===== src/rrts_pkg.sv =====
// Shared types and constants of the round-robin task scheduler.
// No dependencies; every other source file depends on this package.
package rrts_pkg;

    // Fixed field widths
    localparam int CMD_W     = 2;
    localparam int TASK_W    = 5;
    localparam int STAT_W    = 2;
    localparam int BASE_W    = 13;
    localparam int SEL_W     = 16;
    localparam int SEL_SHIFT = 3;   // selector = (base + task) * 8

    localparam logic [BASE_W-1:0] BASE_RESET = 13'd3;

    // Command codes
    typedef enum logic [CMD_W-1:0] {
        CMD_ALLOC = 2'd0,
        CMD_RUN   = 2'd1,
        CMD_TICK  = 2'd2,
        CMD_SLEEP = 2'd3
    } t_cmd;

    // Result status codes
    typedef enum logic [STAT_W-1:0] {
        STAT_DONE    = 2'd0,
        STAT_NO_SLOT = 2'd1,
        STAT_IGNORED = 2'd2
    } t_status;

    // Task slot states
    typedef enum logic [1:0] {
        SLOT_UNUSED  = 2'd0,
        SLOT_SLEEP   = 2'd1,
        SLOT_RUNNING = 2'd2
    } t_slot;

    // Read/write strobes of a memory port
    typedef struct packed {
        logic re;
        logic we;
    } t_mem_ctl;

endpackage


===== src/rrts_cmd_if.sv =====
// Command channel of the task scheduler: valid/ready plus one command word.
// Depends on rrts_pkg for field widths.
interface rrts_cmd_if;
    logic                             valid;
    logic                             ready;
    logic [rrts_pkg::CMD_W-1:0]       command;
    logic [rrts_pkg::TASK_W-1:0]      task_index;

    modport source (output valid, output command, output task_index, input ready);
    modport sink   (input valid, input command, input task_index, output ready);
endinterface


===== src/rrts_res_if.sv =====
// Result channel of the task scheduler: valid/ready plus one result word.
// Depends on rrts_pkg for field widths.
interface rrts_res_if;
    logic                             valid;
    logic                             ready;
    logic [rrts_pkg::STAT_W-1:0]      status;
    logic                             switched;
    logic [rrts_pkg::TASK_W-1:0]      chosen_task;
    logic [rrts_pkg::SEL_W-1:0]       segment_selector;

    modport source (output valid, output status, output switched, output chosen_task,
                    output segment_selector, input ready);
    modport sink   (input valid, input status, input switched, input chosen_task,
                    input segment_selector, output ready);
endinterface


===== src/rrts_slot_mem.sv =====
// Task slot state table: one write port, one registered read port.
// Per-entry valid bits give the reset state (slot 0 running, rest unused).
// Depends on rrts_pkg.
module rrts_slot_mem #(
    parameter int DEPTH = 32,
    parameter int AW    = 5
) (
    input  logic                 i_clk,
    input  logic                 i_rst_n,
    input  rrts_pkg::t_mem_ctl   i_ctl,
    input  logic [AW-1:0]        i_raddr,
    input  logic [AW-1:0]        i_waddr,
    input  rrts_pkg::t_slot      i_wdata,
    output rrts_pkg::t_slot      o_rdata
);
    import rrts_pkg::*;

    t_slot              r_mem [DEPTH];
    logic [DEPTH-1:0]   r_vld;
    t_slot              r_rdata;

    // Valid bits, cleared by reset
    always_ff @(posedge i_clk) begin
        if (!i_rst_n) begin
            r_vld <= '0;
        end else if (i_ctl.we) begin
            r_vld[i_waddr] <= 1'b1;
        end
    end

    // Storage and registered read; an unwritten entry reads as its reset state
    always_ff @(posedge i_clk) begin
        if (i_ctl.we) begin
            r_mem[i_waddr] <= i_wdata;
        end
        if (i_ctl.re) begin
            if (r_vld[i_raddr]) begin
                r_rdata <= r_mem[i_raddr];
            end else if (i_raddr == '0) begin
                r_rdata <= SLOT_RUNNING;
            end else begin
                r_rdata <= SLOT_UNUSED;
            end
        end
    end

    assign o_rdata = r_rdata;

endmodule


===== src/rrts_list_mem.sv =====
// Run list memory: ordered running task numbers, one write and one
// registered read port. Entry 0 reads as task 0 until first written.
// Depends on rrts_pkg.
module rrts_list_mem #(
    parameter int DEPTH = 32,
    parameter int AW    = 5
) (
    input  logic                         i_clk,
    input  logic                         i_rst_n,
    input  rrts_pkg::t_mem_ctl           i_ctl,
    input  logic [AW-1:0]                i_raddr,
    input  logic [AW-1:0]                i_waddr,
    input  logic [rrts_pkg::TASK_W-1:0]  i_wdata,
    output logic [rrts_pkg::TASK_W-1:0]  o_rdata
);
    import rrts_pkg::*;

    logic [TASK_W-1:0]  r_mem [DEPTH];
    logic               r_head_ok;
    logic [TASK_W-1:0]  r_rdata;

    // Head entry written flag
    always_ff @(posedge i_clk) begin
        if (!i_rst_n) begin
            r_head_ok <= 1'b0;
        end else if (i_ctl.we && i_waddr == '0) begin
            r_head_ok <= 1'b1;
        end
    end

    // Storage and registered read
    always_ff @(posedge i_clk) begin
        if (i_ctl.we) begin
            r_mem[i_waddr] <= i_wdata;
        end
        if (i_ctl.re) begin
            if (i_raddr == '0 && !r_head_ok) begin
                r_rdata <= '0;
            end else begin
                r_rdata <= r_mem[i_raddr];
            end
        end
    end

    assign o_rdata = r_rdata;

endmodule


===== src/rrts_seq.sv =====
// Scheduler sequencer: steps the slot table and run list one entry per cycle
// for allocate scans and sleep compaction, and holds the result register.
// Depends on rrts_pkg and the two memory modules.
module rrts_seq #(
    parameter int TASK_SLOTS = 32,
    parameter int IW         = 5,
    parameter int CW         = 6
) (
    input  logic                          i_clk,
    input  logic                          i_rst_n,
    input  logic [rrts_pkg::BASE_W-1:0]   i_base,
    // command side
    input  logic                          i_cmd_valid,
    output logic                          o_cmd_ready,
    input  logic [rrts_pkg::CMD_W-1:0]    i_command,
    input  logic [rrts_pkg::TASK_W-1:0]   i_task_index,
    // result side
    output logic                          o_res_valid,
    input  logic                          i_res_ready,
    output logic [rrts_pkg::STAT_W-1:0]   o_status,
    output logic                          o_switched,
    output logic [rrts_pkg::TASK_W-1:0]   o_chosen_task,
    output logic [rrts_pkg::SEL_W-1:0]    o_segment_selector
);
    import rrts_pkg::*;

    localparam int XW = TASK_W + IW + 1;

    typedef enum logic [7:0] {
        S_IDLE  = 8'b0000_0001,
        S_SRD   = 8'b0000_0010,
        S_SCHK  = 8'b0000_0100,
        S_SCAN  = 8'b0000_1000,
        S_SWEEP = 8'b0001_0000,
        S_FETCH = 8'b0010_0000,
        S_FDATA = 8'b0100_0000,
        S_RES   = 8'b1000_0000
    } t_state;

    // Registers
    t_state             r_state, n_state;
    t_cmd               r_cmd, n_cmd;
    logic [TASK_W-1:0]  r_idx, n_idx;
    logic [CW-1:0]      r_rc, n_rc;
    logic [IW-1:0]      r_cp, n_cp;
    logic [CW-1:0]      r_ptr, n_ptr;
    logic               r_pend, n_pend;
    logic [IW-1:0]      r_chk, n_chk;
    logic               r_found, n_found;
    logic [IW-1:0]      r_fpos, n_fpos;
    t_status            r_res_status, n_res_status;
    logic               r_res_sw, n_res_sw;
    logic [TASK_W-1:0]  r_res_task, n_res_task;
    logic               r_res_fail, n_res_fail;
    logic               r_out_vld, n_out_vld;
    t_status            r_out_status, n_out_status;
    logic               r_out_sw, n_out_sw;
    logic [TASK_W-1:0]  r_out_task, n_out_task;
    logic [SEL_W-1:0]   r_out_sel, n_out_sel;

    // Memory ports
    t_mem_ctl           w_sctl, w_lctl;
    logic [IW-1:0]      w_sraddr, w_swaddr, w_lraddr, w_lwaddr;
    t_slot              w_swdata, w_sdat;
    logic [TASK_W-1:0]  w_lwdata, w_ldat;

    // Helpers
    logic [XW-1:0]      w_idx_x, w_chk_x;
    logic               w_idx_inr;
    logic [IW-1:0]      w_idx_a;
    logic [TASK_W-1:0]  w_chk_task;
    logic [CW-1:0]      w_cp_inc, w_rc_dec;
    logic               w_hit, w_last, w_eff_found;
    logic [IW-1:0]      w_eff_fpos;
    logic [BASE_W:0]    w_sum;
    logic [SEL_W-1:0]   w_sel;

    rrts_slot_mem #(.DEPTH(TASK_SLOTS), .AW(IW)) u_slot (
        .i_clk   (i_clk),
        .i_rst_n (i_rst_n),
        .i_ctl   (w_sctl),
        .i_raddr (w_sraddr),
        .i_waddr (w_swaddr),
        .i_wdata (w_swdata),
        .o_rdata (w_sdat)
    );

    rrts_list_mem #(.DEPTH(TASK_SLOTS), .AW(IW)) u_list (
        .i_clk   (i_clk),
        .i_rst_n (i_rst_n),
        .i_ctl   (w_lctl),
        .i_raddr (w_lraddr),
        .i_waddr (w_lwaddr),
        .i_wdata (w_lwdata),
        .o_rdata (w_ldat)
    );

    // Index range checks and width conversions
    assign w_idx_x    = XW'(r_idx);
    assign w_idx_inr  = w_idx_x < XW'(TASK_SLOTS);
    assign w_idx_a    = w_idx_x[IW-1:0];
    assign w_chk_x    = XW'(r_chk);
    assign w_chk_task = w_chk_x[TASK_W-1:0];
    assign w_cp_inc   = CW'(r_cp) + CW'(1);
    assign w_rc_dec   = r_rc - CW'(1);

    // Sweep compare on the word just read
    assign w_hit       = (w_ldat == r_idx);
    assign w_last      = (CW'(r_chk) == w_rc_dec);
    assign w_eff_found = r_found || w_hit;
    assign w_eff_fpos  = r_found ? r_fpos : r_chk;

    // Selector adder
    assign w_sum = {1'b0, i_base} + (BASE_W + 1)'(r_res_task);
    assign w_sel = {w_sum[SEL_W-SEL_SHIFT-1:0], {SEL_SHIFT{1'b0}}};

    // Sequencer next state
    always_comb begin
        n_state      = r_state;
        n_cmd        = r_cmd;
        n_idx        = r_idx;
        n_rc         = r_rc;
        n_cp         = r_cp;
        n_ptr        = r_ptr;
        n_pend       = r_pend;
        n_chk        = r_chk;
        n_found      = r_found;
        n_fpos       = r_fpos;
        n_res_status = r_res_status;
        n_res_sw     = r_res_sw;
        n_res_task   = r_res_task;
        n_res_fail   = r_res_fail;
        n_out_vld    = r_out_vld && !i_res_ready;
        n_out_status = r_out_status;
        n_out_sw     = r_out_sw;
        n_out_task   = r_out_task;
        n_out_sel    = r_out_sel;
        w_sctl       = '0;
        w_lctl       = '0;
        w_sraddr     = w_idx_a;
        w_swaddr     = w_idx_a;
        w_swdata     = SLOT_SLEEP;
        w_lraddr     = r_cp;
        w_lwaddr     = r_rc[IW-1:0];
        w_lwdata     = r_idx;

        unique case (r_state)
            S_IDLE: begin
                if (i_cmd_valid) begin
                    n_cmd   = t_cmd'(i_command);
                    n_idx   = i_task_index;
                    n_ptr   = '0;
                    n_pend  = 1'b0;
                    n_found = 1'b0;
                    n_state = (t_cmd'(i_command) == CMD_ALLOC) ? S_SCAN : S_SRD;
                end
            end

            // read the named slot's state
            S_SRD: begin
                w_sctl.re = w_idx_inr;
                n_state   = S_SCHK;
            end

            S_SCHK: begin
                n_res_sw     = 1'b0;
                n_res_status = STAT_DONE;
                n_state      = S_FETCH;
                case (r_cmd)
                    CMD_RUN: begin
                        if (!w_idx_inr || w_sdat == SLOT_RUNNING ||
                            r_rc >= CW'(TASK_SLOTS)) begin
                            n_res_status = STAT_IGNORED;
                        end else begin
                            w_sctl.we = 1'b1;
                            w_swdata  = SLOT_RUNNING;
                            w_lctl.we = 1'b1;
                            n_rc      = r_rc + CW'(1);
                        end
                    end
                    CMD_TICK: begin
                        if (r_rc >= CW'(2)) begin
                            n_res_sw = 1'b1;
                            n_cp     = (w_cp_inc >= r_rc) ? '0 : w_cp_inc[IW-1:0];
                        end
                    end
                    CMD_SLEEP: begin
                        if (!w_idx_inr || w_sdat != SLOT_RUNNING || r_rc < CW'(2)) begin
                            n_res_status = STAT_IGNORED;
                        end else begin
                            n_state = S_SWEEP;
                        end
                    end
                    default: begin
                        n_res_status = STAT_IGNORED;
                    end
                endcase
            end

            // lowest unused slot; one slot read per cycle, checked in the next cycle
            S_SCAN: begin
                w_sraddr  = r_ptr[IW-1:0];
                w_sctl.re = r_ptr < CW'(TASK_SLOTS);
                n_pend    = w_sctl.re;
                n_chk     = r_ptr[IW-1:0];
                n_ptr     = r_ptr + CW'(1);
                if (r_pend) begin
                    if (w_sdat == SLOT_UNUSED) begin
                        w_sctl.we    = 1'b1;
                        w_swaddr     = r_chk;
                        w_swdata     = SLOT_SLEEP;
                        n_res_status = STAT_DONE;
                        n_res_sw     = 1'b0;
                        n_res_task   = w_chk_task;
                        n_res_fail   = 1'b0;
                        n_state      = S_RES;
                    end else if (CW'(r_chk) == CW'(TASK_SLOTS - 1)) begin
                        n_res_status = STAT_NO_SLOT;
                        n_res_sw     = 1'b0;
                        n_res_task   = '0;
                        n_res_fail   = 1'b1;
                        n_state      = S_RES;
                    end
                end
            end

            // find the task in the run list and shift later entries down by one
            S_SWEEP: begin
                w_lraddr  = r_ptr[IW-1:0];
                w_lctl.re = r_ptr < r_rc;
                n_pend    = w_lctl.re;
                n_chk     = r_ptr[IW-1:0];
                n_ptr     = r_ptr + CW'(1);
                if (r_pend) begin
                    if (!r_found && w_hit) begin
                        n_found = 1'b1;
                        n_fpos  = r_chk;
                    end
                    if (r_found) begin
                        w_lctl.we = 1'b1;
                        w_lwaddr  = r_chk - IW'(1);
                        w_lwdata  = w_ldat;
                    end
                    if (w_last) begin
                        n_state = S_FETCH;
                        if (w_eff_found) begin
                            n_res_status = STAT_DONE;
                            n_rc         = w_rc_dec;
                            w_sctl.we    = 1'b1;
                            w_swdata     = SLOT_SLEEP;
                            if (w_eff_fpos < r_cp) begin
                                n_cp = r_cp - IW'(1);
                            end else if (w_eff_fpos == r_cp) begin
                                // current task went to sleep: switch
                                n_res_sw = 1'b1;
                                if (CW'(r_cp) >= w_rc_dec) begin
                                    n_cp = '0;
                                end
                            end
                        end else begin
                            n_res_status = STAT_IGNORED;
                        end
                    end
                end
            end

            // read the task at the current position
            S_FETCH: begin
                w_lctl.re = 1'b1;
                n_state   = S_FDATA;
            end

            S_FDATA: begin
                n_res_task = w_ldat;
                n_res_fail = 1'b0;
                n_state    = S_RES;
            end

            // load the output register once it is free
            S_RES: begin
                if (!r_out_vld || i_res_ready) begin
                    n_out_vld    = 1'b1;
                    n_out_status = r_res_status;
                    n_out_sw     = r_res_sw;
                    n_out_task   = r_res_task;
                    n_out_sel    = r_res_fail ? '0 : w_sel;
                    n_state      = S_IDLE;
                end
            end

            default: begin
                n_state = S_IDLE;
            end
        endcase
    end

    // Control state
    always_ff @(posedge i_clk) begin
        if (!i_rst_n) begin
            r_state   <= S_IDLE;
            r_rc      <= CW'(1);
            r_cp      <= '0;
            r_pend    <= 1'b0;
            r_found   <= 1'b0;
            r_out_vld <= 1'b0;
        end else begin
            r_state   <= n_state;
            r_rc      <= n_rc;
            r_cp      <= n_cp;
            r_pend    <= n_pend;
            r_found   <= n_found;
            r_out_vld <= n_out_vld;
        end
    end

    // Payload
    always_ff @(posedge i_clk) begin
        r_cmd        <= n_cmd;
        r_idx        <= n_idx;
        r_ptr        <= n_ptr;
        r_chk        <= n_chk;
        r_fpos       <= n_fpos;
        r_res_status <= n_res_status;
        r_res_sw     <= n_res_sw;
        r_res_task   <= n_res_task;
        r_res_fail   <= n_res_fail;
        r_out_status <= n_out_status;
        r_out_sw     <= n_out_sw;
        r_out_task   <= n_out_task;
        r_out_sel    <= n_out_sel;
    end

    assign o_cmd_ready        = (r_state == S_IDLE);
    assign o_res_valid        = r_out_vld;
    assign o_status           = r_out_status;
    assign o_switched         = r_out_sw;
    assign o_chosen_task      = r_out_task;
    assign o_segment_selector = r_out_sel;

endmodule


===== src/round_robin_task_scheduler.sv =====
// Round-robin task scheduler. One command word at a time; ready is low while busy.
// Allocate scans the slot table one slot per cycle; sleep sweeps the run list one entry
// per cycle; run, tick and refused run or sleep commands take neither pass.
// The next word is accepted in the cycle after the result register is loaded.
// Synchronous active-low reset; the slot table reset state is immediate (no clearing pass).
module round_robin_task_scheduler #(
    parameter int TASK_SLOTS = 32
) (
    input  logic                          i_clk,
    input  logic                          i_rst_n,
    input  logic                          i_cfg_we,
    input  logic [rrts_pkg::BASE_W-1:0]   i_cfg_wdata,
    rrts_cmd_if.sink                      i_cmd,
    rrts_res_if.source                    o_res
);
    import rrts_pkg::*;

    localparam int IW = $clog2(TASK_SLOTS);
    localparam int CW = $clog2(TASK_SLOTS + 1);

    logic [BASE_W-1:0] r_descriptor_base;

    // Descriptor base register
    always_ff @(posedge i_clk) begin
        if (!i_rst_n) begin
            r_descriptor_base <= BASE_RESET;
        end else if (i_cfg_we) begin
            r_descriptor_base <= i_cfg_wdata;
        end
    end

    rrts_seq #(.TASK_SLOTS(TASK_SLOTS), .IW(IW), .CW(CW)) u_seq (
        .i_clk              (i_clk),
        .i_rst_n            (i_rst_n),
        .i_base             (r_descriptor_base),
        .i_cmd_valid        (i_cmd.valid),
        .o_cmd_ready        (i_cmd.ready),
        .i_command          (i_cmd.command),
        .i_task_index       (i_cmd.task_index),
        .o_res_valid        (o_res.valid),
        .i_res_ready        (o_res.ready),
        .o_status           (o_res.status),
        .o_switched         (o_res.switched),
        .o_chosen_task      (o_res.chosen_task),
        .o_segment_selector (o_res.segment_selector)
    );

endmodule


===== src/flat_wrapper.sv =====
// flat-port wrapper written by rule: the top's interface ports become plain ports
module round_robin_task_scheduler_flat import rrts_pkg::*;
#(
    parameter int TASK_SLOTS = 32
)
  (i_clk, i_rst_n, i_cfg_we, i_cfg_wdata, i_cmd_valid, i_cmd_command, i_cmd_task_index, i_cmd_ready, o_res_valid, o_res_status, o_res_switched, o_res_chosen_task, o_res_segment_selector, o_res_ready);
  rrts_cmd_if i_cmd_i ();
  rrts_res_if o_res_i ();
  input  logic i_clk;
  input  logic i_rst_n;
  input  logic i_cfg_we;
  input  logic [rrts_pkg::BASE_W-1:0] i_cfg_wdata;
  input wire logic [$bits(i_cmd_i.valid)-1:0] i_cmd_valid;
  input wire logic [$bits(i_cmd_i.command)-1:0] i_cmd_command;
  input wire logic [$bits(i_cmd_i.task_index)-1:0] i_cmd_task_index;
  output wire logic [$bits(i_cmd_i.ready)-1:0] i_cmd_ready;
  output wire logic [$bits(o_res_i.valid)-1:0] o_res_valid;
  output wire logic [$bits(o_res_i.status)-1:0] o_res_status;
  output wire logic [$bits(o_res_i.switched)-1:0] o_res_switched;
  output wire logic [$bits(o_res_i.chosen_task)-1:0] o_res_chosen_task;
  output wire logic [$bits(o_res_i.segment_selector)-1:0] o_res_segment_selector;
  input wire logic [$bits(o_res_i.ready)-1:0] o_res_ready;
  assign i_cmd_i.valid = i_cmd_valid;
  assign i_cmd_i.command = i_cmd_command;
  assign i_cmd_i.task_index = i_cmd_task_index;
  assign i_cmd_ready = i_cmd_i.ready;
  assign o_res_valid = o_res_i.valid;
  assign o_res_status = o_res_i.status;
  assign o_res_switched = o_res_i.switched;
  assign o_res_chosen_task = o_res_i.chosen_task;
  assign o_res_segment_selector = o_res_i.segment_selector;
  assign o_res_i.ready = o_res_ready;
  round_robin_task_scheduler #(.TASK_SLOTS(TASK_SLOTS)) u_core (.i_clk(i_clk), .i_rst_n(i_rst_n), .i_cfg_we(i_cfg_we), .i_cfg_wdata(i_cfg_wdata), .i_cmd(i_cmd_i), .o_res(o_res_i));
endmodule

===== config.mk =====
export PLATFORM = sky130hd
export DESIGN_NAME = round_robin_task_scheduler_flat
export DESIGN_NICKNAME = d
export VERILOG_FILES = /design/src/rrts_pkg.sv /design/src/rrts_cmd_if.sv /design/src/rrts_res_if.sv /design/src/rrts_slot_mem.sv /design/src/rrts_list_mem.sv /design/src/rrts_seq.sv /design/src/round_robin_task_scheduler.sv /design/src/flat_wrapper.sv
export SDC_FILE = /design/constraint.sdc
export NUM_CORES = 1
export LEC_CHECK = 0
export BUFFER_PORTS_ARGS = -buffer_cell sky130_fd_sc_hd__buf_2
export CAP_MARGIN = 10
export CORE_AREA = 2 2 236 238
export DETAILED_ROUTE_END_ITERATION = 10
export DIE_AREA = 0 0 238 240
export GPL_TIMING_DRIVEN = 0
export HOLD_SLACK_MARGIN = 0.02
export PLACE_DENSITY_LB_ADDON = 0.3
export SETUP_SLACK_MARGIN = 0.4
export SLEW_MARGIN = 25
export SYNTH_ARGS = -nofsm -noshare
export SYNTH_HDL_FRONTEND = slang
export SYNTH_SLANG_ARGS = --single-unit

===== constraint.sdc =====
create_clock -name i_clk -period 4.4 [get_ports i_clk]
set_clock_uncertainty 0.15 [all_clocks]
set_input_delay 0 -clock i_clk [delete_from_list [all_inputs] [get_ports i_clk]]
set_output_delay 0 -clock i_clk [all_outputs]
set_load 0.02 [all_outputs]

== Word-level counts from Yosys, hierarchy flattened ==
Memory sizes are Yosys's and may differ from the RTL's. A register that Yosys moved wholly into a read port is not among the register bits.
Index checks and enable logic that the tools add are counted.

* Flip-flop bits (word level): 126
* RAM bits: 224
* Bits of input ports: 25
* Output and inout port bits: 26
* Logic and storage cells: 222
* Memories: 2

* Add/subtract/negate cells: 7
* Order comparisons: 12
* Eq/ne operators: 33
* Mux-type cells: 103
* Bitwise gates (word level): 1
* Reduce and logical (&&, ||, !) cells: 40

{| class="wikitable"
|+ Memories
! memory !! words !! width !! read ports !! clocked after Yosys merged registers in !! wr ports !! line !! RTL
|-
| u_core.u_seq.u_list.r_mem || 32 || 5 || 1 || 1 || 1 || rrts_list_mem.sv:18 || <nowiki>logic [TASK_W-1:0] r_mem [DEPTH];</nowiki>
|-
| u_core.u_seq.u_slot.r_mem || 32 || 2 || 1 || 0 || 1 || rrts_slot_mem.sv:18 || <nowiki>t_slot r_mem [DEPTH];</nowiki>
|}

{| class="wikitable"
|+ Operator list
! kind !! count
|-
| 5-bit two-way mux || 24
|-
| 8-bit one-hot mux with 8 select lines || 1
|-
| 8-bit two-way mux || 7
|-
| 6-bit two-way mux || 8
|-
| 1-bit two-way mux || 33
|-
| 32-bit bitwise OR || 1
|-
| 2-bit two-way mux || 13
|-
| 2-bit != test, second input constant || 12
|-
| 6-bit one-hot mux with 2 select lines || 2
|-
| 5-bit one-hot mux with 2 select lines || 2
|-
| 5-bit by 6-bit less-than comparator with 1-bit output, second input constant || 3
|-
| 8-bit AND reduction || 2
|-
| 5-bit logical NOT || 3
|-
| 13-bit by 5-bit adder with 13-bit output || 1
|-
| 6-bit by 1-bit adder with 6-bit output, second input constant || 2
|-
| 2-bit one-hot mux with 3 select lines || 2
|-
| 6-bit AND reduction || 2
|-
| 5-bit == test || 2
|-
| 1-bit one-hot mux with 2 select lines || 5
|-
| 5-bit by 1-bit subtractor with 5-bit output, second input constant || 2
|-
| 3-bit != test, second input constant || 3
|-
| 1-bit one-hot mux with 3 select lines || 3
|-
| 8-bit by 1-bit == test with 1-bit output, second input constant || 1
|-
| 8-bit by 2-bit == test with 1-bit output, second input constant || 1
|-
| other kinds (36) || 61
|}

== Logic depth before layout (Yosys ltp) ==
Gate-level depths: netlist of the first run.

* Word-level depth: 9
* Gate-level depth with buffers: 12
* Depth with buffers taken out: 11

== Hierarchy ==
A second synthesis of the first run with hierarchy kept.

* Cells, all modules: 1181
* Area total of the unflattened synthesis: 15825.2 um^2

{| class="wikitable"
|+ Modules (own cells, without submodules)
! module !! times used !! cells each !! area each (um^2) !! sequential area each (um^2)
|-
| rrts_list_mem || 1 || 386 || 6646.4 || 4974.8
|-
| rrts_seq || 1 || 511 || 4757.1 || 2031.9
|-
| rrts_slot_mem || 1 || 242 || 3920.0 || 2622.5
|-
| round_robin_task_scheduler || 1 || 42 || 501.7 || 260.2
|}

== Worst setup path after synthesis of the first run ==
Ideal clock, no wire load.

* Path kind: register to register
* Start: reg u_core.u_seq.r_state[5]
* End: mem u_core.u_seq.u_list.r_mem[10][0] (enable)
* Library setup time: 340 ps
* Arrival time: 3394 ps
* Required time: 3910 ps
* Slack: 517 ps
* Stages on the path, launching flop included: 8
* Path buffers: 1
* Clock period less this slack: 3883 ps
* Cells stage by stage: dfxtp_1 > buf_4 > nor4_4 > nand4b_1 > nor2_1 > inv_1 > o32a_1 > nor2_1

* Longest elaborated chain between the ends: 4
* Elaborated cells between the ends (all ways): 6
* Those cells by class: eq/ne (2); mux (4)

{| class="wikitable"
|+ Ends and longest elaborated chain
! what !! line !! RTL
|-
| from (decl) || rrts_seq.sv:41 || <nowiki>t_state r_state, n_state;</nowiki>
|-
| from (signal assigned) || rrts_seq.sv:307 || <nowiki>r_state <= n_state;</nowiki>
|-
| 8-bit by 5-bit == test with 1-bit output / 8-bit by 3-bit == test with 1-bit output (equally long branches) || rrts_seq.sv:147 || <nowiki>unique case (r_state)</nowiki>
|-
| 1-bit one-hot mux with 2 select lines || rrts_seq.sv:147 ||
|-
| 1-bit two-way mux || rrts_list_mem.sv:33 || <nowiki>if (i_ctl.we) begin</nowiki>
|-
| 1-bit two-way mux (implied by the code) || rrts_list_mem.sv:34 || <nowiki>r_mem[i_waddr] <= i_wdata;</nowiki>
|-
| to (decl) || rrts_list_mem.sv:18 ||
|}

Several ways; a longest one is shown, not always the timed one.

== Worst setup path after layout of the first run ==
* Start: reg u_core.u_seq.r_state[1]
* End: reg u_core.u_seq.u_list.r_rdata[0] (netlist: u_core.u_seq.u_list.o_rdata[0]), read port of u_core.u_seq.u_list.r_mem (data pin)

* Longest elaborated chain between the ends: 4
* Elaborated cells between the ends (all ways): 6
* Those cells by class: eq/ne (2); mux (2); reduce/logical (2)

{| class="wikitable"
|+ Ends and longest elaborated chain
! what !! line !! RTL
|-
| 8-bit by 5-bit == test with 1-bit output || rrts_seq.sv:147 ||
|-
| 5-bit two-way mux || rrts_seq.sv:147 ||
|-
| 5-bit logical NOT || rrts_list_mem.sv:37 || <nowiki>if (i_raddr == '0 && !r_head_ok) begin</nowiki>
|-
| 1-bit logical AND || rrts_list_mem.sv:37 ||
|-
| to (decl) || rrts_list_mem.sv:20 || <nowiki>logic [TASK_W-1:0] r_rdata;</nowiki>
|}

Several ways; a longest one is shown, not always the timed one.
A chain may end at the register's enable or synchronous reset.

==> results.txt, run 1 <==
- Int Pwr: about 5.7 mW
* Final clock period utilization by the worst path: 0.875
* Height of the chip: between 200 and 250 microns
* Most instantiated library cell after synthesis: sky130_fd_sc_hd__edfxtp_1
* Register-to-Register Setup Slack: between 500 and 600 ps
* Count of non-filler cells in the finished layout: 2283
- Clock-pin transition on the worst setup and hold timing paths: approximately 60 ps
- The count of buffers added on input and output ports is 46.
* Number of levels in the clock H-tree: 2
* Number of CTS-inserted buffers: 39
* Switching share of power: 0.248
- Crit path capture type: flop
* Final number of hold-violating endpoints: 0
- Once detail routing completed, the nets flagged for antenna violations numbered 0.
- Length in cells of the worst reg-to-reg path: 9
- In this run the horizontal extent of the chip is about 240 microns.
- In this run the worst hold path is classified as input pin to flop.
- The max-slew violation count was 0.
* Worst setup path class: flop to flop
* Net load switching power: roughly 1.9 mW
* RD Place Congestion: 0.848
* Share of total power in sequential cells: 0.490
* Placeable core region: between 50000 and 60000 sq um
- The number of antenna diodes in the final layout is 0.
- Fraction of synthesis flops using an asynchronous set or reset pin: 0
- Placed Instances: around 2.2k
- Summed over all instances, the cell type with the most area after synthesis is sky130_fd_sc_hd__edfxtp_1.
- CTS max path bufs: 3
- In the routed layout, each cell is associated on average with a via count of around 5.
* Wire length per cell after detailed routing: between 15 and 20 microns
- At the worst endpoint, the required time is 4520 ps.
- Post-CTS timing repair inserted 0 buffers for setup.
- Iter 0 DRT Violations: 919
- Half-perimeter wire length after detailed placement: 31400 microns
- Synth-to-Final Area Change: 18.1%
* Count of different cell masters after synthesis: between 80 and 90
- Worst Hold Endpoint: u_core.r_descriptor_base[0]$_SDFFE_PN1P_
- Power density normalized to cell area: roughly 400 nW/um^2
- Max-slew headroom: 0.391
- Mean area per synthesized cell: between 10 and 15 sq um
- The share of total power dissipated in combinational logic is 0.086.
- The number of antenna violations at the first check in global routing was 0.
- Number of warnings reported in the yosys synthesis log: 0
* Reg-to-Reg Start: u_core.u_seq.r_state[1]$_SDFFE_PN0P_
- Clock insertion delay at the later pin of the skew report: slightly below 600 ps
- Sorting the synthesized cells by area gives the leading types as sky130_fd_sc_hd__edfxtp_1 52%, sky130_fd_sc_hd__dfxtp_1 8.4%, sky130_fd_sc_hd__nand2_1 5.3%, sky130_fd_sc_hd__mux2i_1 5.0%, sky130_fd_sc_hd__nor2_1 3.2%.
- Hold depth: 4
- Count of clock tree sinks: 352
* # rows: 86
* Proportion of synthesized chip area in sequential cells: 0.608
* Number of nets at the end of the flow: between 1.5k and 2k
- The design draws 7.58 mW.
- Startpoint of the lowest-slack hold path: i_cfg_wdata[0]
- Drc violations: 0
* Initial core utilization: 0.298
- Of the post-synthesis cell area, the dominant cell type holds 0.524.
- Number of synthesized flops with an enable pin: roughly 280
- The first global-routing pass estimated 69000 microns of wire.
- Final Setup Violations: 0
- In this run the critical register-to-register path is captured at u_core.u_seq.u_list.o_rdata[0]$_SDFFCE_PP0P_.
* IO Pins: between 50 and 60
- Global-route total usage across every layer: 0.157
- In the final layout, the share of cells above drive strength 1 is 0.125.
* Critical path data arrival time: slightly below 4000 ps
- Post-layout min period: 3850 ps
* Critical path startpoint category: flop
* Combined area of all synthesized cells: around 16000 sq um
- Setup repair after global routing left no endpoint under its margin.
- The layout has around 5.5k filler cells.
- Prevailing post-synth register cell: sky130_fd_sc_hd__edfxtp_1
* Highest net fanout along the worst path: 10
- Achievable clock frequency: 260 MHz
* Proportion of power drawn by the clock network: 0.424
* Maximum resistive drop on vdd: between 0.2 and 0.25 mV
- In this run the clock root is driven by a sky130_fd_sc_hd__clkbuf_16.
- DIE AREA: 57100 sq um
- Actual slew at the worst max-slew pin: between 800 and 900 ps
* Leakage: ~7 nW
- Entering global routing, the biggest net connects 35 pins.
- TritonCTS built the clock tree.
- Via count of the first global-routing pass: roughly 12k
- Detailed-routing iteration count for the pre-antenna-repair pass: 6
- Detailed Route WL: 45000 microns
- Synth cell count leaders: 284 x sky130_fd_sc_hd__edfxtp_1, 228 x sky130_fd_sc_hd__nand2_1, 139 x sky130_fd_sc_hd__nor2_1
* Run status: completed
* Count of mapped cells out of synthesis: roughly 1.4k
- The detailed router placed between 10k and 15k vias in this run.
- The total overflow left after global routing is 0.
- The tool flagged a number of max-cap violations equal to 0.
* Register bit total from synthesis: 352
-- critical path, cell delays in order, from the launching register on --
cell	delay, ps
sky130_fd_sc_hd__dfxtp_1	390
sky130_fd_sc_hd__nor4_4	440
sky130_fd_sc_hd__and2_1	280
sky130_fd_sc_hd__buf_4	230
sky130_fd_sc_hd__nor4_1	80
sky130_fd_sc_hd__a21oi_2	530
sky130_fd_sc_hd__o22ai_1	250
sky130_fd_sc_hd__or4_1	540
sky130_fd_sc_hd__nor4_1	500
sky130_fd_sc_hd__nor3_1	150
-- stage by stage --
| stage | area, sq um | hold WS, ps | TNS (ps) | worst slack, ps | utilization |
|---|---|---|---|---|---|
| 4_1_cts | 19200 | 35.5 | 0 | 468 | 0.351 |
| 6_report | 19200 | 55.0 | 0 | 550 | 0.351 |
| 3_5_place_dp | 17500 | 33.3 | 0 | 477 | 0.319 |
| 2_1_floorplan | 16300 | -51.1 | 0 | 517 | - |
| 5_1_grt | 19200 | 56.6 | 0 | 401 | 0.351 |
| 3_3_place_gp | 17400 | 31.5 | -321090 | -2040 | 0.318 |
-- logic make-up (layout without fill, tap and decap cells) --
family,Yosys count,count (layout),share of synthesized area
AOI/OAI and AO/OA,237,237,0.0934
DFF,352,352,0.608
adders and majority gates,34,34,0.0266
buffers and inverters,98,266,0.0272
muxes,97,97,0.0662
other,1,3,0.000231
and+or+nand+nor,553,553,0.157
xor gates and xnor gates,37,37,0.0217
-- routing by layer --
metal,track usage,vias to the layer above,wire (microns),share of wire
li1,-,5466,-,-
met1,0.208,5725,19700,0.44
met2,0.261,387,21200,0.47
met3,0.0274,89,2710,0.060
met4,0.0530,0,1430,0.032
met5,0,-,0,0
-- cell usage in the layout (no fill, tap or decap), drive strengths merged, types with 31 or more instances in the layout --
cell	instances
buf	81
dfxtp	68
nand2	228
mux2i	84
inv	31
o21ai	60
dlygate4sd3	46
edfxtp	284
nor2	140
nand3	50
clkbuf	90
a21oi	74
ha	33
-- how the worst max path moves through the flow --
stage	end	slack, ps	cells after the start	start
after global placement	u_core.u_seq.u_list.r_mem[10][0]$_DFFE_PP_	-2040	6	u_core.u_seq.r_state[1]$_SDFFE_PN0P_
after CTS	u_core.u_seq.u_list.o_rdata[0]$_SDFFCE_PP0P_	470	10	u_core.u_seq.r_state[1]$_SDFFE_PN0P_
final	u_core.u_seq.u_list.o_rdata[0]$_SDFFCE_PP0P_	550	9	u_core.u_seq.r_state[1]$_SDFFE_PN0P_
after detailed placement	u_core.u_seq.u_list.o_rdata[4]$_SDFFCE_PP0P_	480	10	u_core.u_seq.r_state[1]$_SDFFE_PN0P_
after floorplan	u_core.u_seq.u_list.r_mem[10][0]$_DFFE_PP_	520	7	u_core.u_seq.r_state[5]$_SDFFE_PN0P_
after global routing	u_core.u_seq.u_list.r_mem[29][1]$_DFFE_PP_	400	8	u_core.u_seq.r_state[1]$_SDFFE_PN0P_
-- sequential cells by signal (all words and copies together), names as in the netlist, 6 cells and up --
name,count
u_core.u_seq.u_list.r_mem,160
u_core.u_seq.u_slot.r_mem,64
u_core.u_seq.u_slot.r_vld,32
u_core.r_descriptor_base,13
u_core.u_seq.o_segment_selector,13
u_core.u_seq.r_state,8
u_core.u_seq.r_ptr,6
u_core.u_seq.r_rc,6
-- cell type report --
class	instances	area, sq um	share of cell area
Timing Repair Buffer	96	732	0.0381
Multi-Input combinational cell	961	6010	0.313
Clock buffer	50	1080	0.0562
Buffer	71	345	0.0180
Sequential cell	352	9890	0.515
Tap cell	704	881	0.0458
Inverter	27	101	0.00527
Clock inverter	22	176	0.00918
-- power by group through the flow --
stage / registers, mW / clock network [mW] / logic (mW)
floorplan: 3.76 / 0 / 0.404
global placement: 3.79 / 0 / 0.600
detailed placement: 3.79 / 0 / 0.611
CTS: 3.72 / 3.27 / 0.646
global route: 3.72 / 3.38 / 0.706
finish: 3.72 / 3.21 / 0.650
-- timing repair --
action / CTS / global route
hold buffers: 46 / 0
resized for setup: 0 / 10
setup endpoints to repair: 0 / 112
endpoints found under the hold margin: 57 / 0
Note: power is estimated with default switching activity, not from simulation.
==> run 2, diff against run 1 <==
- GPL_TIMING_DRIVEN: 0 -> not set
==> run 2 against run 1 <==
Combinational power is 2% lower. Power up 3.9%. Sequential share of layout area shrank 0.29 points. Register-to-register slack improved by 40 ps. Global-route usage decreased by 0.44 points. Cell count decreased by 1.0%. Worst hold slack better by 63 ps. Flip-flop and latch count is the same. Setup slack better by 43 ps. Utilization increased by 0.20 points. Critical endpoint is now u_core.u_seq.r_state[3]$_SDFFE_PN0P_. Largest cell class unchanged. Highest routed layer unchanged.
==> results.txt, run 2 (synthesis gave the netlist of run 1 again) <==
* Wire length per cell after detailed routing: 19.5 microns (-1.4%)
* Number of nets with antenna violations after detailed routing: 0 (unchanged)
- The library cell used most frequently in the layout, excluding fill and tap cells, is sky130_fd_sc_hd__edfxtp_1.
- The max-slew violation count is 0 (unchanged).
- The number of global-route vias before repair is 11.5k (-0.10%).
- Max-slew headroom: 0.356 (-0.0348)
- The largest net degree at the start of global routing came to 57 (+63%).
- Achievable clock frequency: 263 MHz (+1.1%)
* Top flop regs: u_core.u_seq.u_list.r_mem (160), u_core.u_seq.u_slot.r_mem (64), u_core.u_seq.u_slot.r_vld (32)
- The area growth from synthesis to layout is 18.8%.
- The count of buffers from port buffering is 47 (+2.2%).
- The setup path with the least slack is of type flop to flop.
- Post-layout min period: 3810 ps (-42.7 ps)
- The floorplan die width is 238 microns (unchanged).
- The final estimated routing congestion in global placement is 0.853 (+0.52%).
- The fill cell total of the finished layout was 5349 (-2.1%).
- The I/O pin count came to 51 (unchanged).
- Initial antenna violation count: 0 (unchanged)
- The flip-flop count of the largest register after layout came to 160 (unchanged).
- The half-perimeter wire length after placement is 29400 microns (-6.2%).
* Grt ovf: 0 (unchanged)
- Smallest hold slack: 118 ps (+62.9 ps)
- The worst vdd rail ir drop came to 0.216 mV (-10%).
- The longest individual stage delay on the worst path is 640 ps (+100 ps).
- Global-route total usage across every layer: 0.153 (-0.00436)
* Cells traversed along the worst timing path: inv_1 > ha_1 > nor3b_1 > xnor3_1 > nand4_1 > o21ai_1 > o221a_2 > nor3b_2 > dlygate4sd3_1 > mux2i_1 > nor2_1
- The worst setup path is captured at a flop.
- The flow ran to the end, and the final reports show no timing, DRC or antenna violations.
* Height of the chip: 240 microns (unchanged)
- The required time reported for the critical path endpoint was 4670 ps (+150 ps).
* DIE AREA: 57100 sq um (unchanged)
* Antenna Cells: 0 (unchanged)
- Placeable core region: 54700 sq um (unchanged)
* Detailed-routing iteration count for the pre-antenna-repair pass: 6 (unchanged)
- Register name with the most flops: u_core.u_seq.u_list.r_mem
- Leakage: 6.99 nW (+0.87%)
- Number of CTS-inserted buffers: 41 (+5.1%)
* Placed instance area: 17300 sq um (-0.81%)
- The clock edge transition at the registers on the reported setup and hold paths is 60 ps (about the same).
- Library cell used as clock root buffer: sky130_fd_sc_hd__clkbuf_16
* Count of clock tree sinks: 352 (unchanged)
- The power density relative to cell area is 407 nW/um^2 (+3.3%).
- Final clock period utilization by the worst path: 0.865 (-0.00970)
* Commonest non-fill, non-tap cells in the layout: 284 x sky130_fd_sc_hd__edfxtp_1, 228 x sky130_fd_sc_hd__nand2_1, 138 x sky130_fd_sc_hd__nor2_1
* Share of cells above drive strength 1: 0.120 (-0.00522)
- Finished Core Util: 0.353 (+0.00199)
- The worst-skew pair later-pin latency is 580 ps (about the same).
- Number of maximum-capacitance violations: 0 (unchanged)
- Final Setup Violations: 0 (unchanged)
- The critical path buffer and inverter count came to 2 (+1).
- Critical path startpoint category: flop
* Worst Hold Class: input pin to flop
* Post-Layout Inst Area: 19300 sq um (+0.57%)
- The starting density of the core came to 0.298 (unchanged).
- The first-pass GRT wire length came to 67200 microns (-2.6%).
- Vias per cell: 5.12 (+0.28%)
- The largest individual stage delay along the critical path comes from the cell sky130_fd_sc_hd__dlygate4sd3_1.
* Unrepaired setup endpoints after global routing: true
- Grouping stages by cell kind, the critical path spends the most delay in buffers and inverters.
- Highest net fanout along the worst path: 8 (-2)
- TritonCTS clock tree: yes
* Iter 0 DRT Violations: 1082 (+18%)
- The number of vias after detailed routing is 11.6k (-0.73%).
- The detailed-route DRC error count is 0 (unchanged).
- Critical path data arrival time: 4080 ps (+110 ps)
* Actual slew at the worst max-slew pin: 964 ps (+75.1 ps)
- The number of failing hold endpoints at the final stage came to 0 (unchanged).
- CTS max path bufs: 3 (unchanged)
- # rows: 86 (unchanged)
- Number of nets at the end of the flow: 1583 (-1.5%)
- The final total negative setup slack is 0 ps (unchanged).
* Number of levels in the clock H-tree: 2 (unchanged)
* Detailed Route WL: 44000 microns (-2.4%)
## run 2: worst paths after layout
| kind | startpoint | end | slack, ps | cells after the start |
|---|---|---|---|---|
| setup reg to reg | u_core.u_seq.r_rc[1]$_SDFFE_PN0P_ | u_core.u_seq.r_state[3]$_SDFFE_PN0P_ | 590 | 11 |
| setup / recovery | u_core.u_seq.r_rc[1]$_SDFFE_PN0P_ | u_core.u_seq.r_state[3]$_SDFFE_PN0P_ | 590 | 11 |
| hold / removal | i_cmd_command[1] | u_core.u_seq.r_state[1]$_SDFFE_PN0P_ | 120 | 4 |
| hold reg to reg | u_core.u_seq.r_res_status[0]$_DFFE_PP_ | u_core.u_seq.o_status[0]$_DFFE_PP_ | 270 | 0 |
## run 2: tightest hold or removal path: stages
cell and delay (ps):
sky130_fd_sc_hd__dlygate4sd3_1 530, sky130_fd_sc_hd__buf_2 110, sky130_fd_sc_hd__nor2_1 40, sky130_fd_sc_hd__nor3_1 100
## run 2: metal layers
metal  global-route usage  up-vias  wire (microns)
met3               0.0301       90            2910
li1                     -     5427               -
met4               0.0576        0            1320
met1                0.199     5677           19300
met5                    0        -               0
met2                0.252      388           20500
## run 2: repair_timing
action	4_1_cts	5_1_grt
pin swaps	0	0
endpoints found under the setup margin	1	7
gates resized for setup	1	1
hold endpoints to repair	87	0
buffers inserted	0	2
hold buffers	60	0
## run 2: report_power, final
group          internal, mW  total, mW  leakage [nW]  switching [mW]
combinational         0.230      0.637          3.02           0.407
sequential             3.67       3.74          3.28          0.0752
clock                  2.08       3.49         0.683            1.41
total                  5.98       7.87          6.99            1.90
## run 2: through the flow
stage / power (mW) / setup slack (ps) / cells
final: 7.87 / 592 / 2260
after global routing: 8.13 / 381 / 2260
after CTS: 7.94 / 493 / 2258
after detailed placement: 4.39 / 372 / 2123
after global placement: 4.40 / 370 / 2123
after floorplan: 4.17 / 517 / 1411
## run 2: cell type report
class	instances	area (sq um)	area share
inverter	27	101	0.00525
tap	704	881	0.0456
clock inverter	25	302	0.0156
timing repair buffer	141	1090	0.0565
clock buffer	50	1090	0.0565
multi-input combinational	961	5970	0.309
sequential	352	9890	0.512
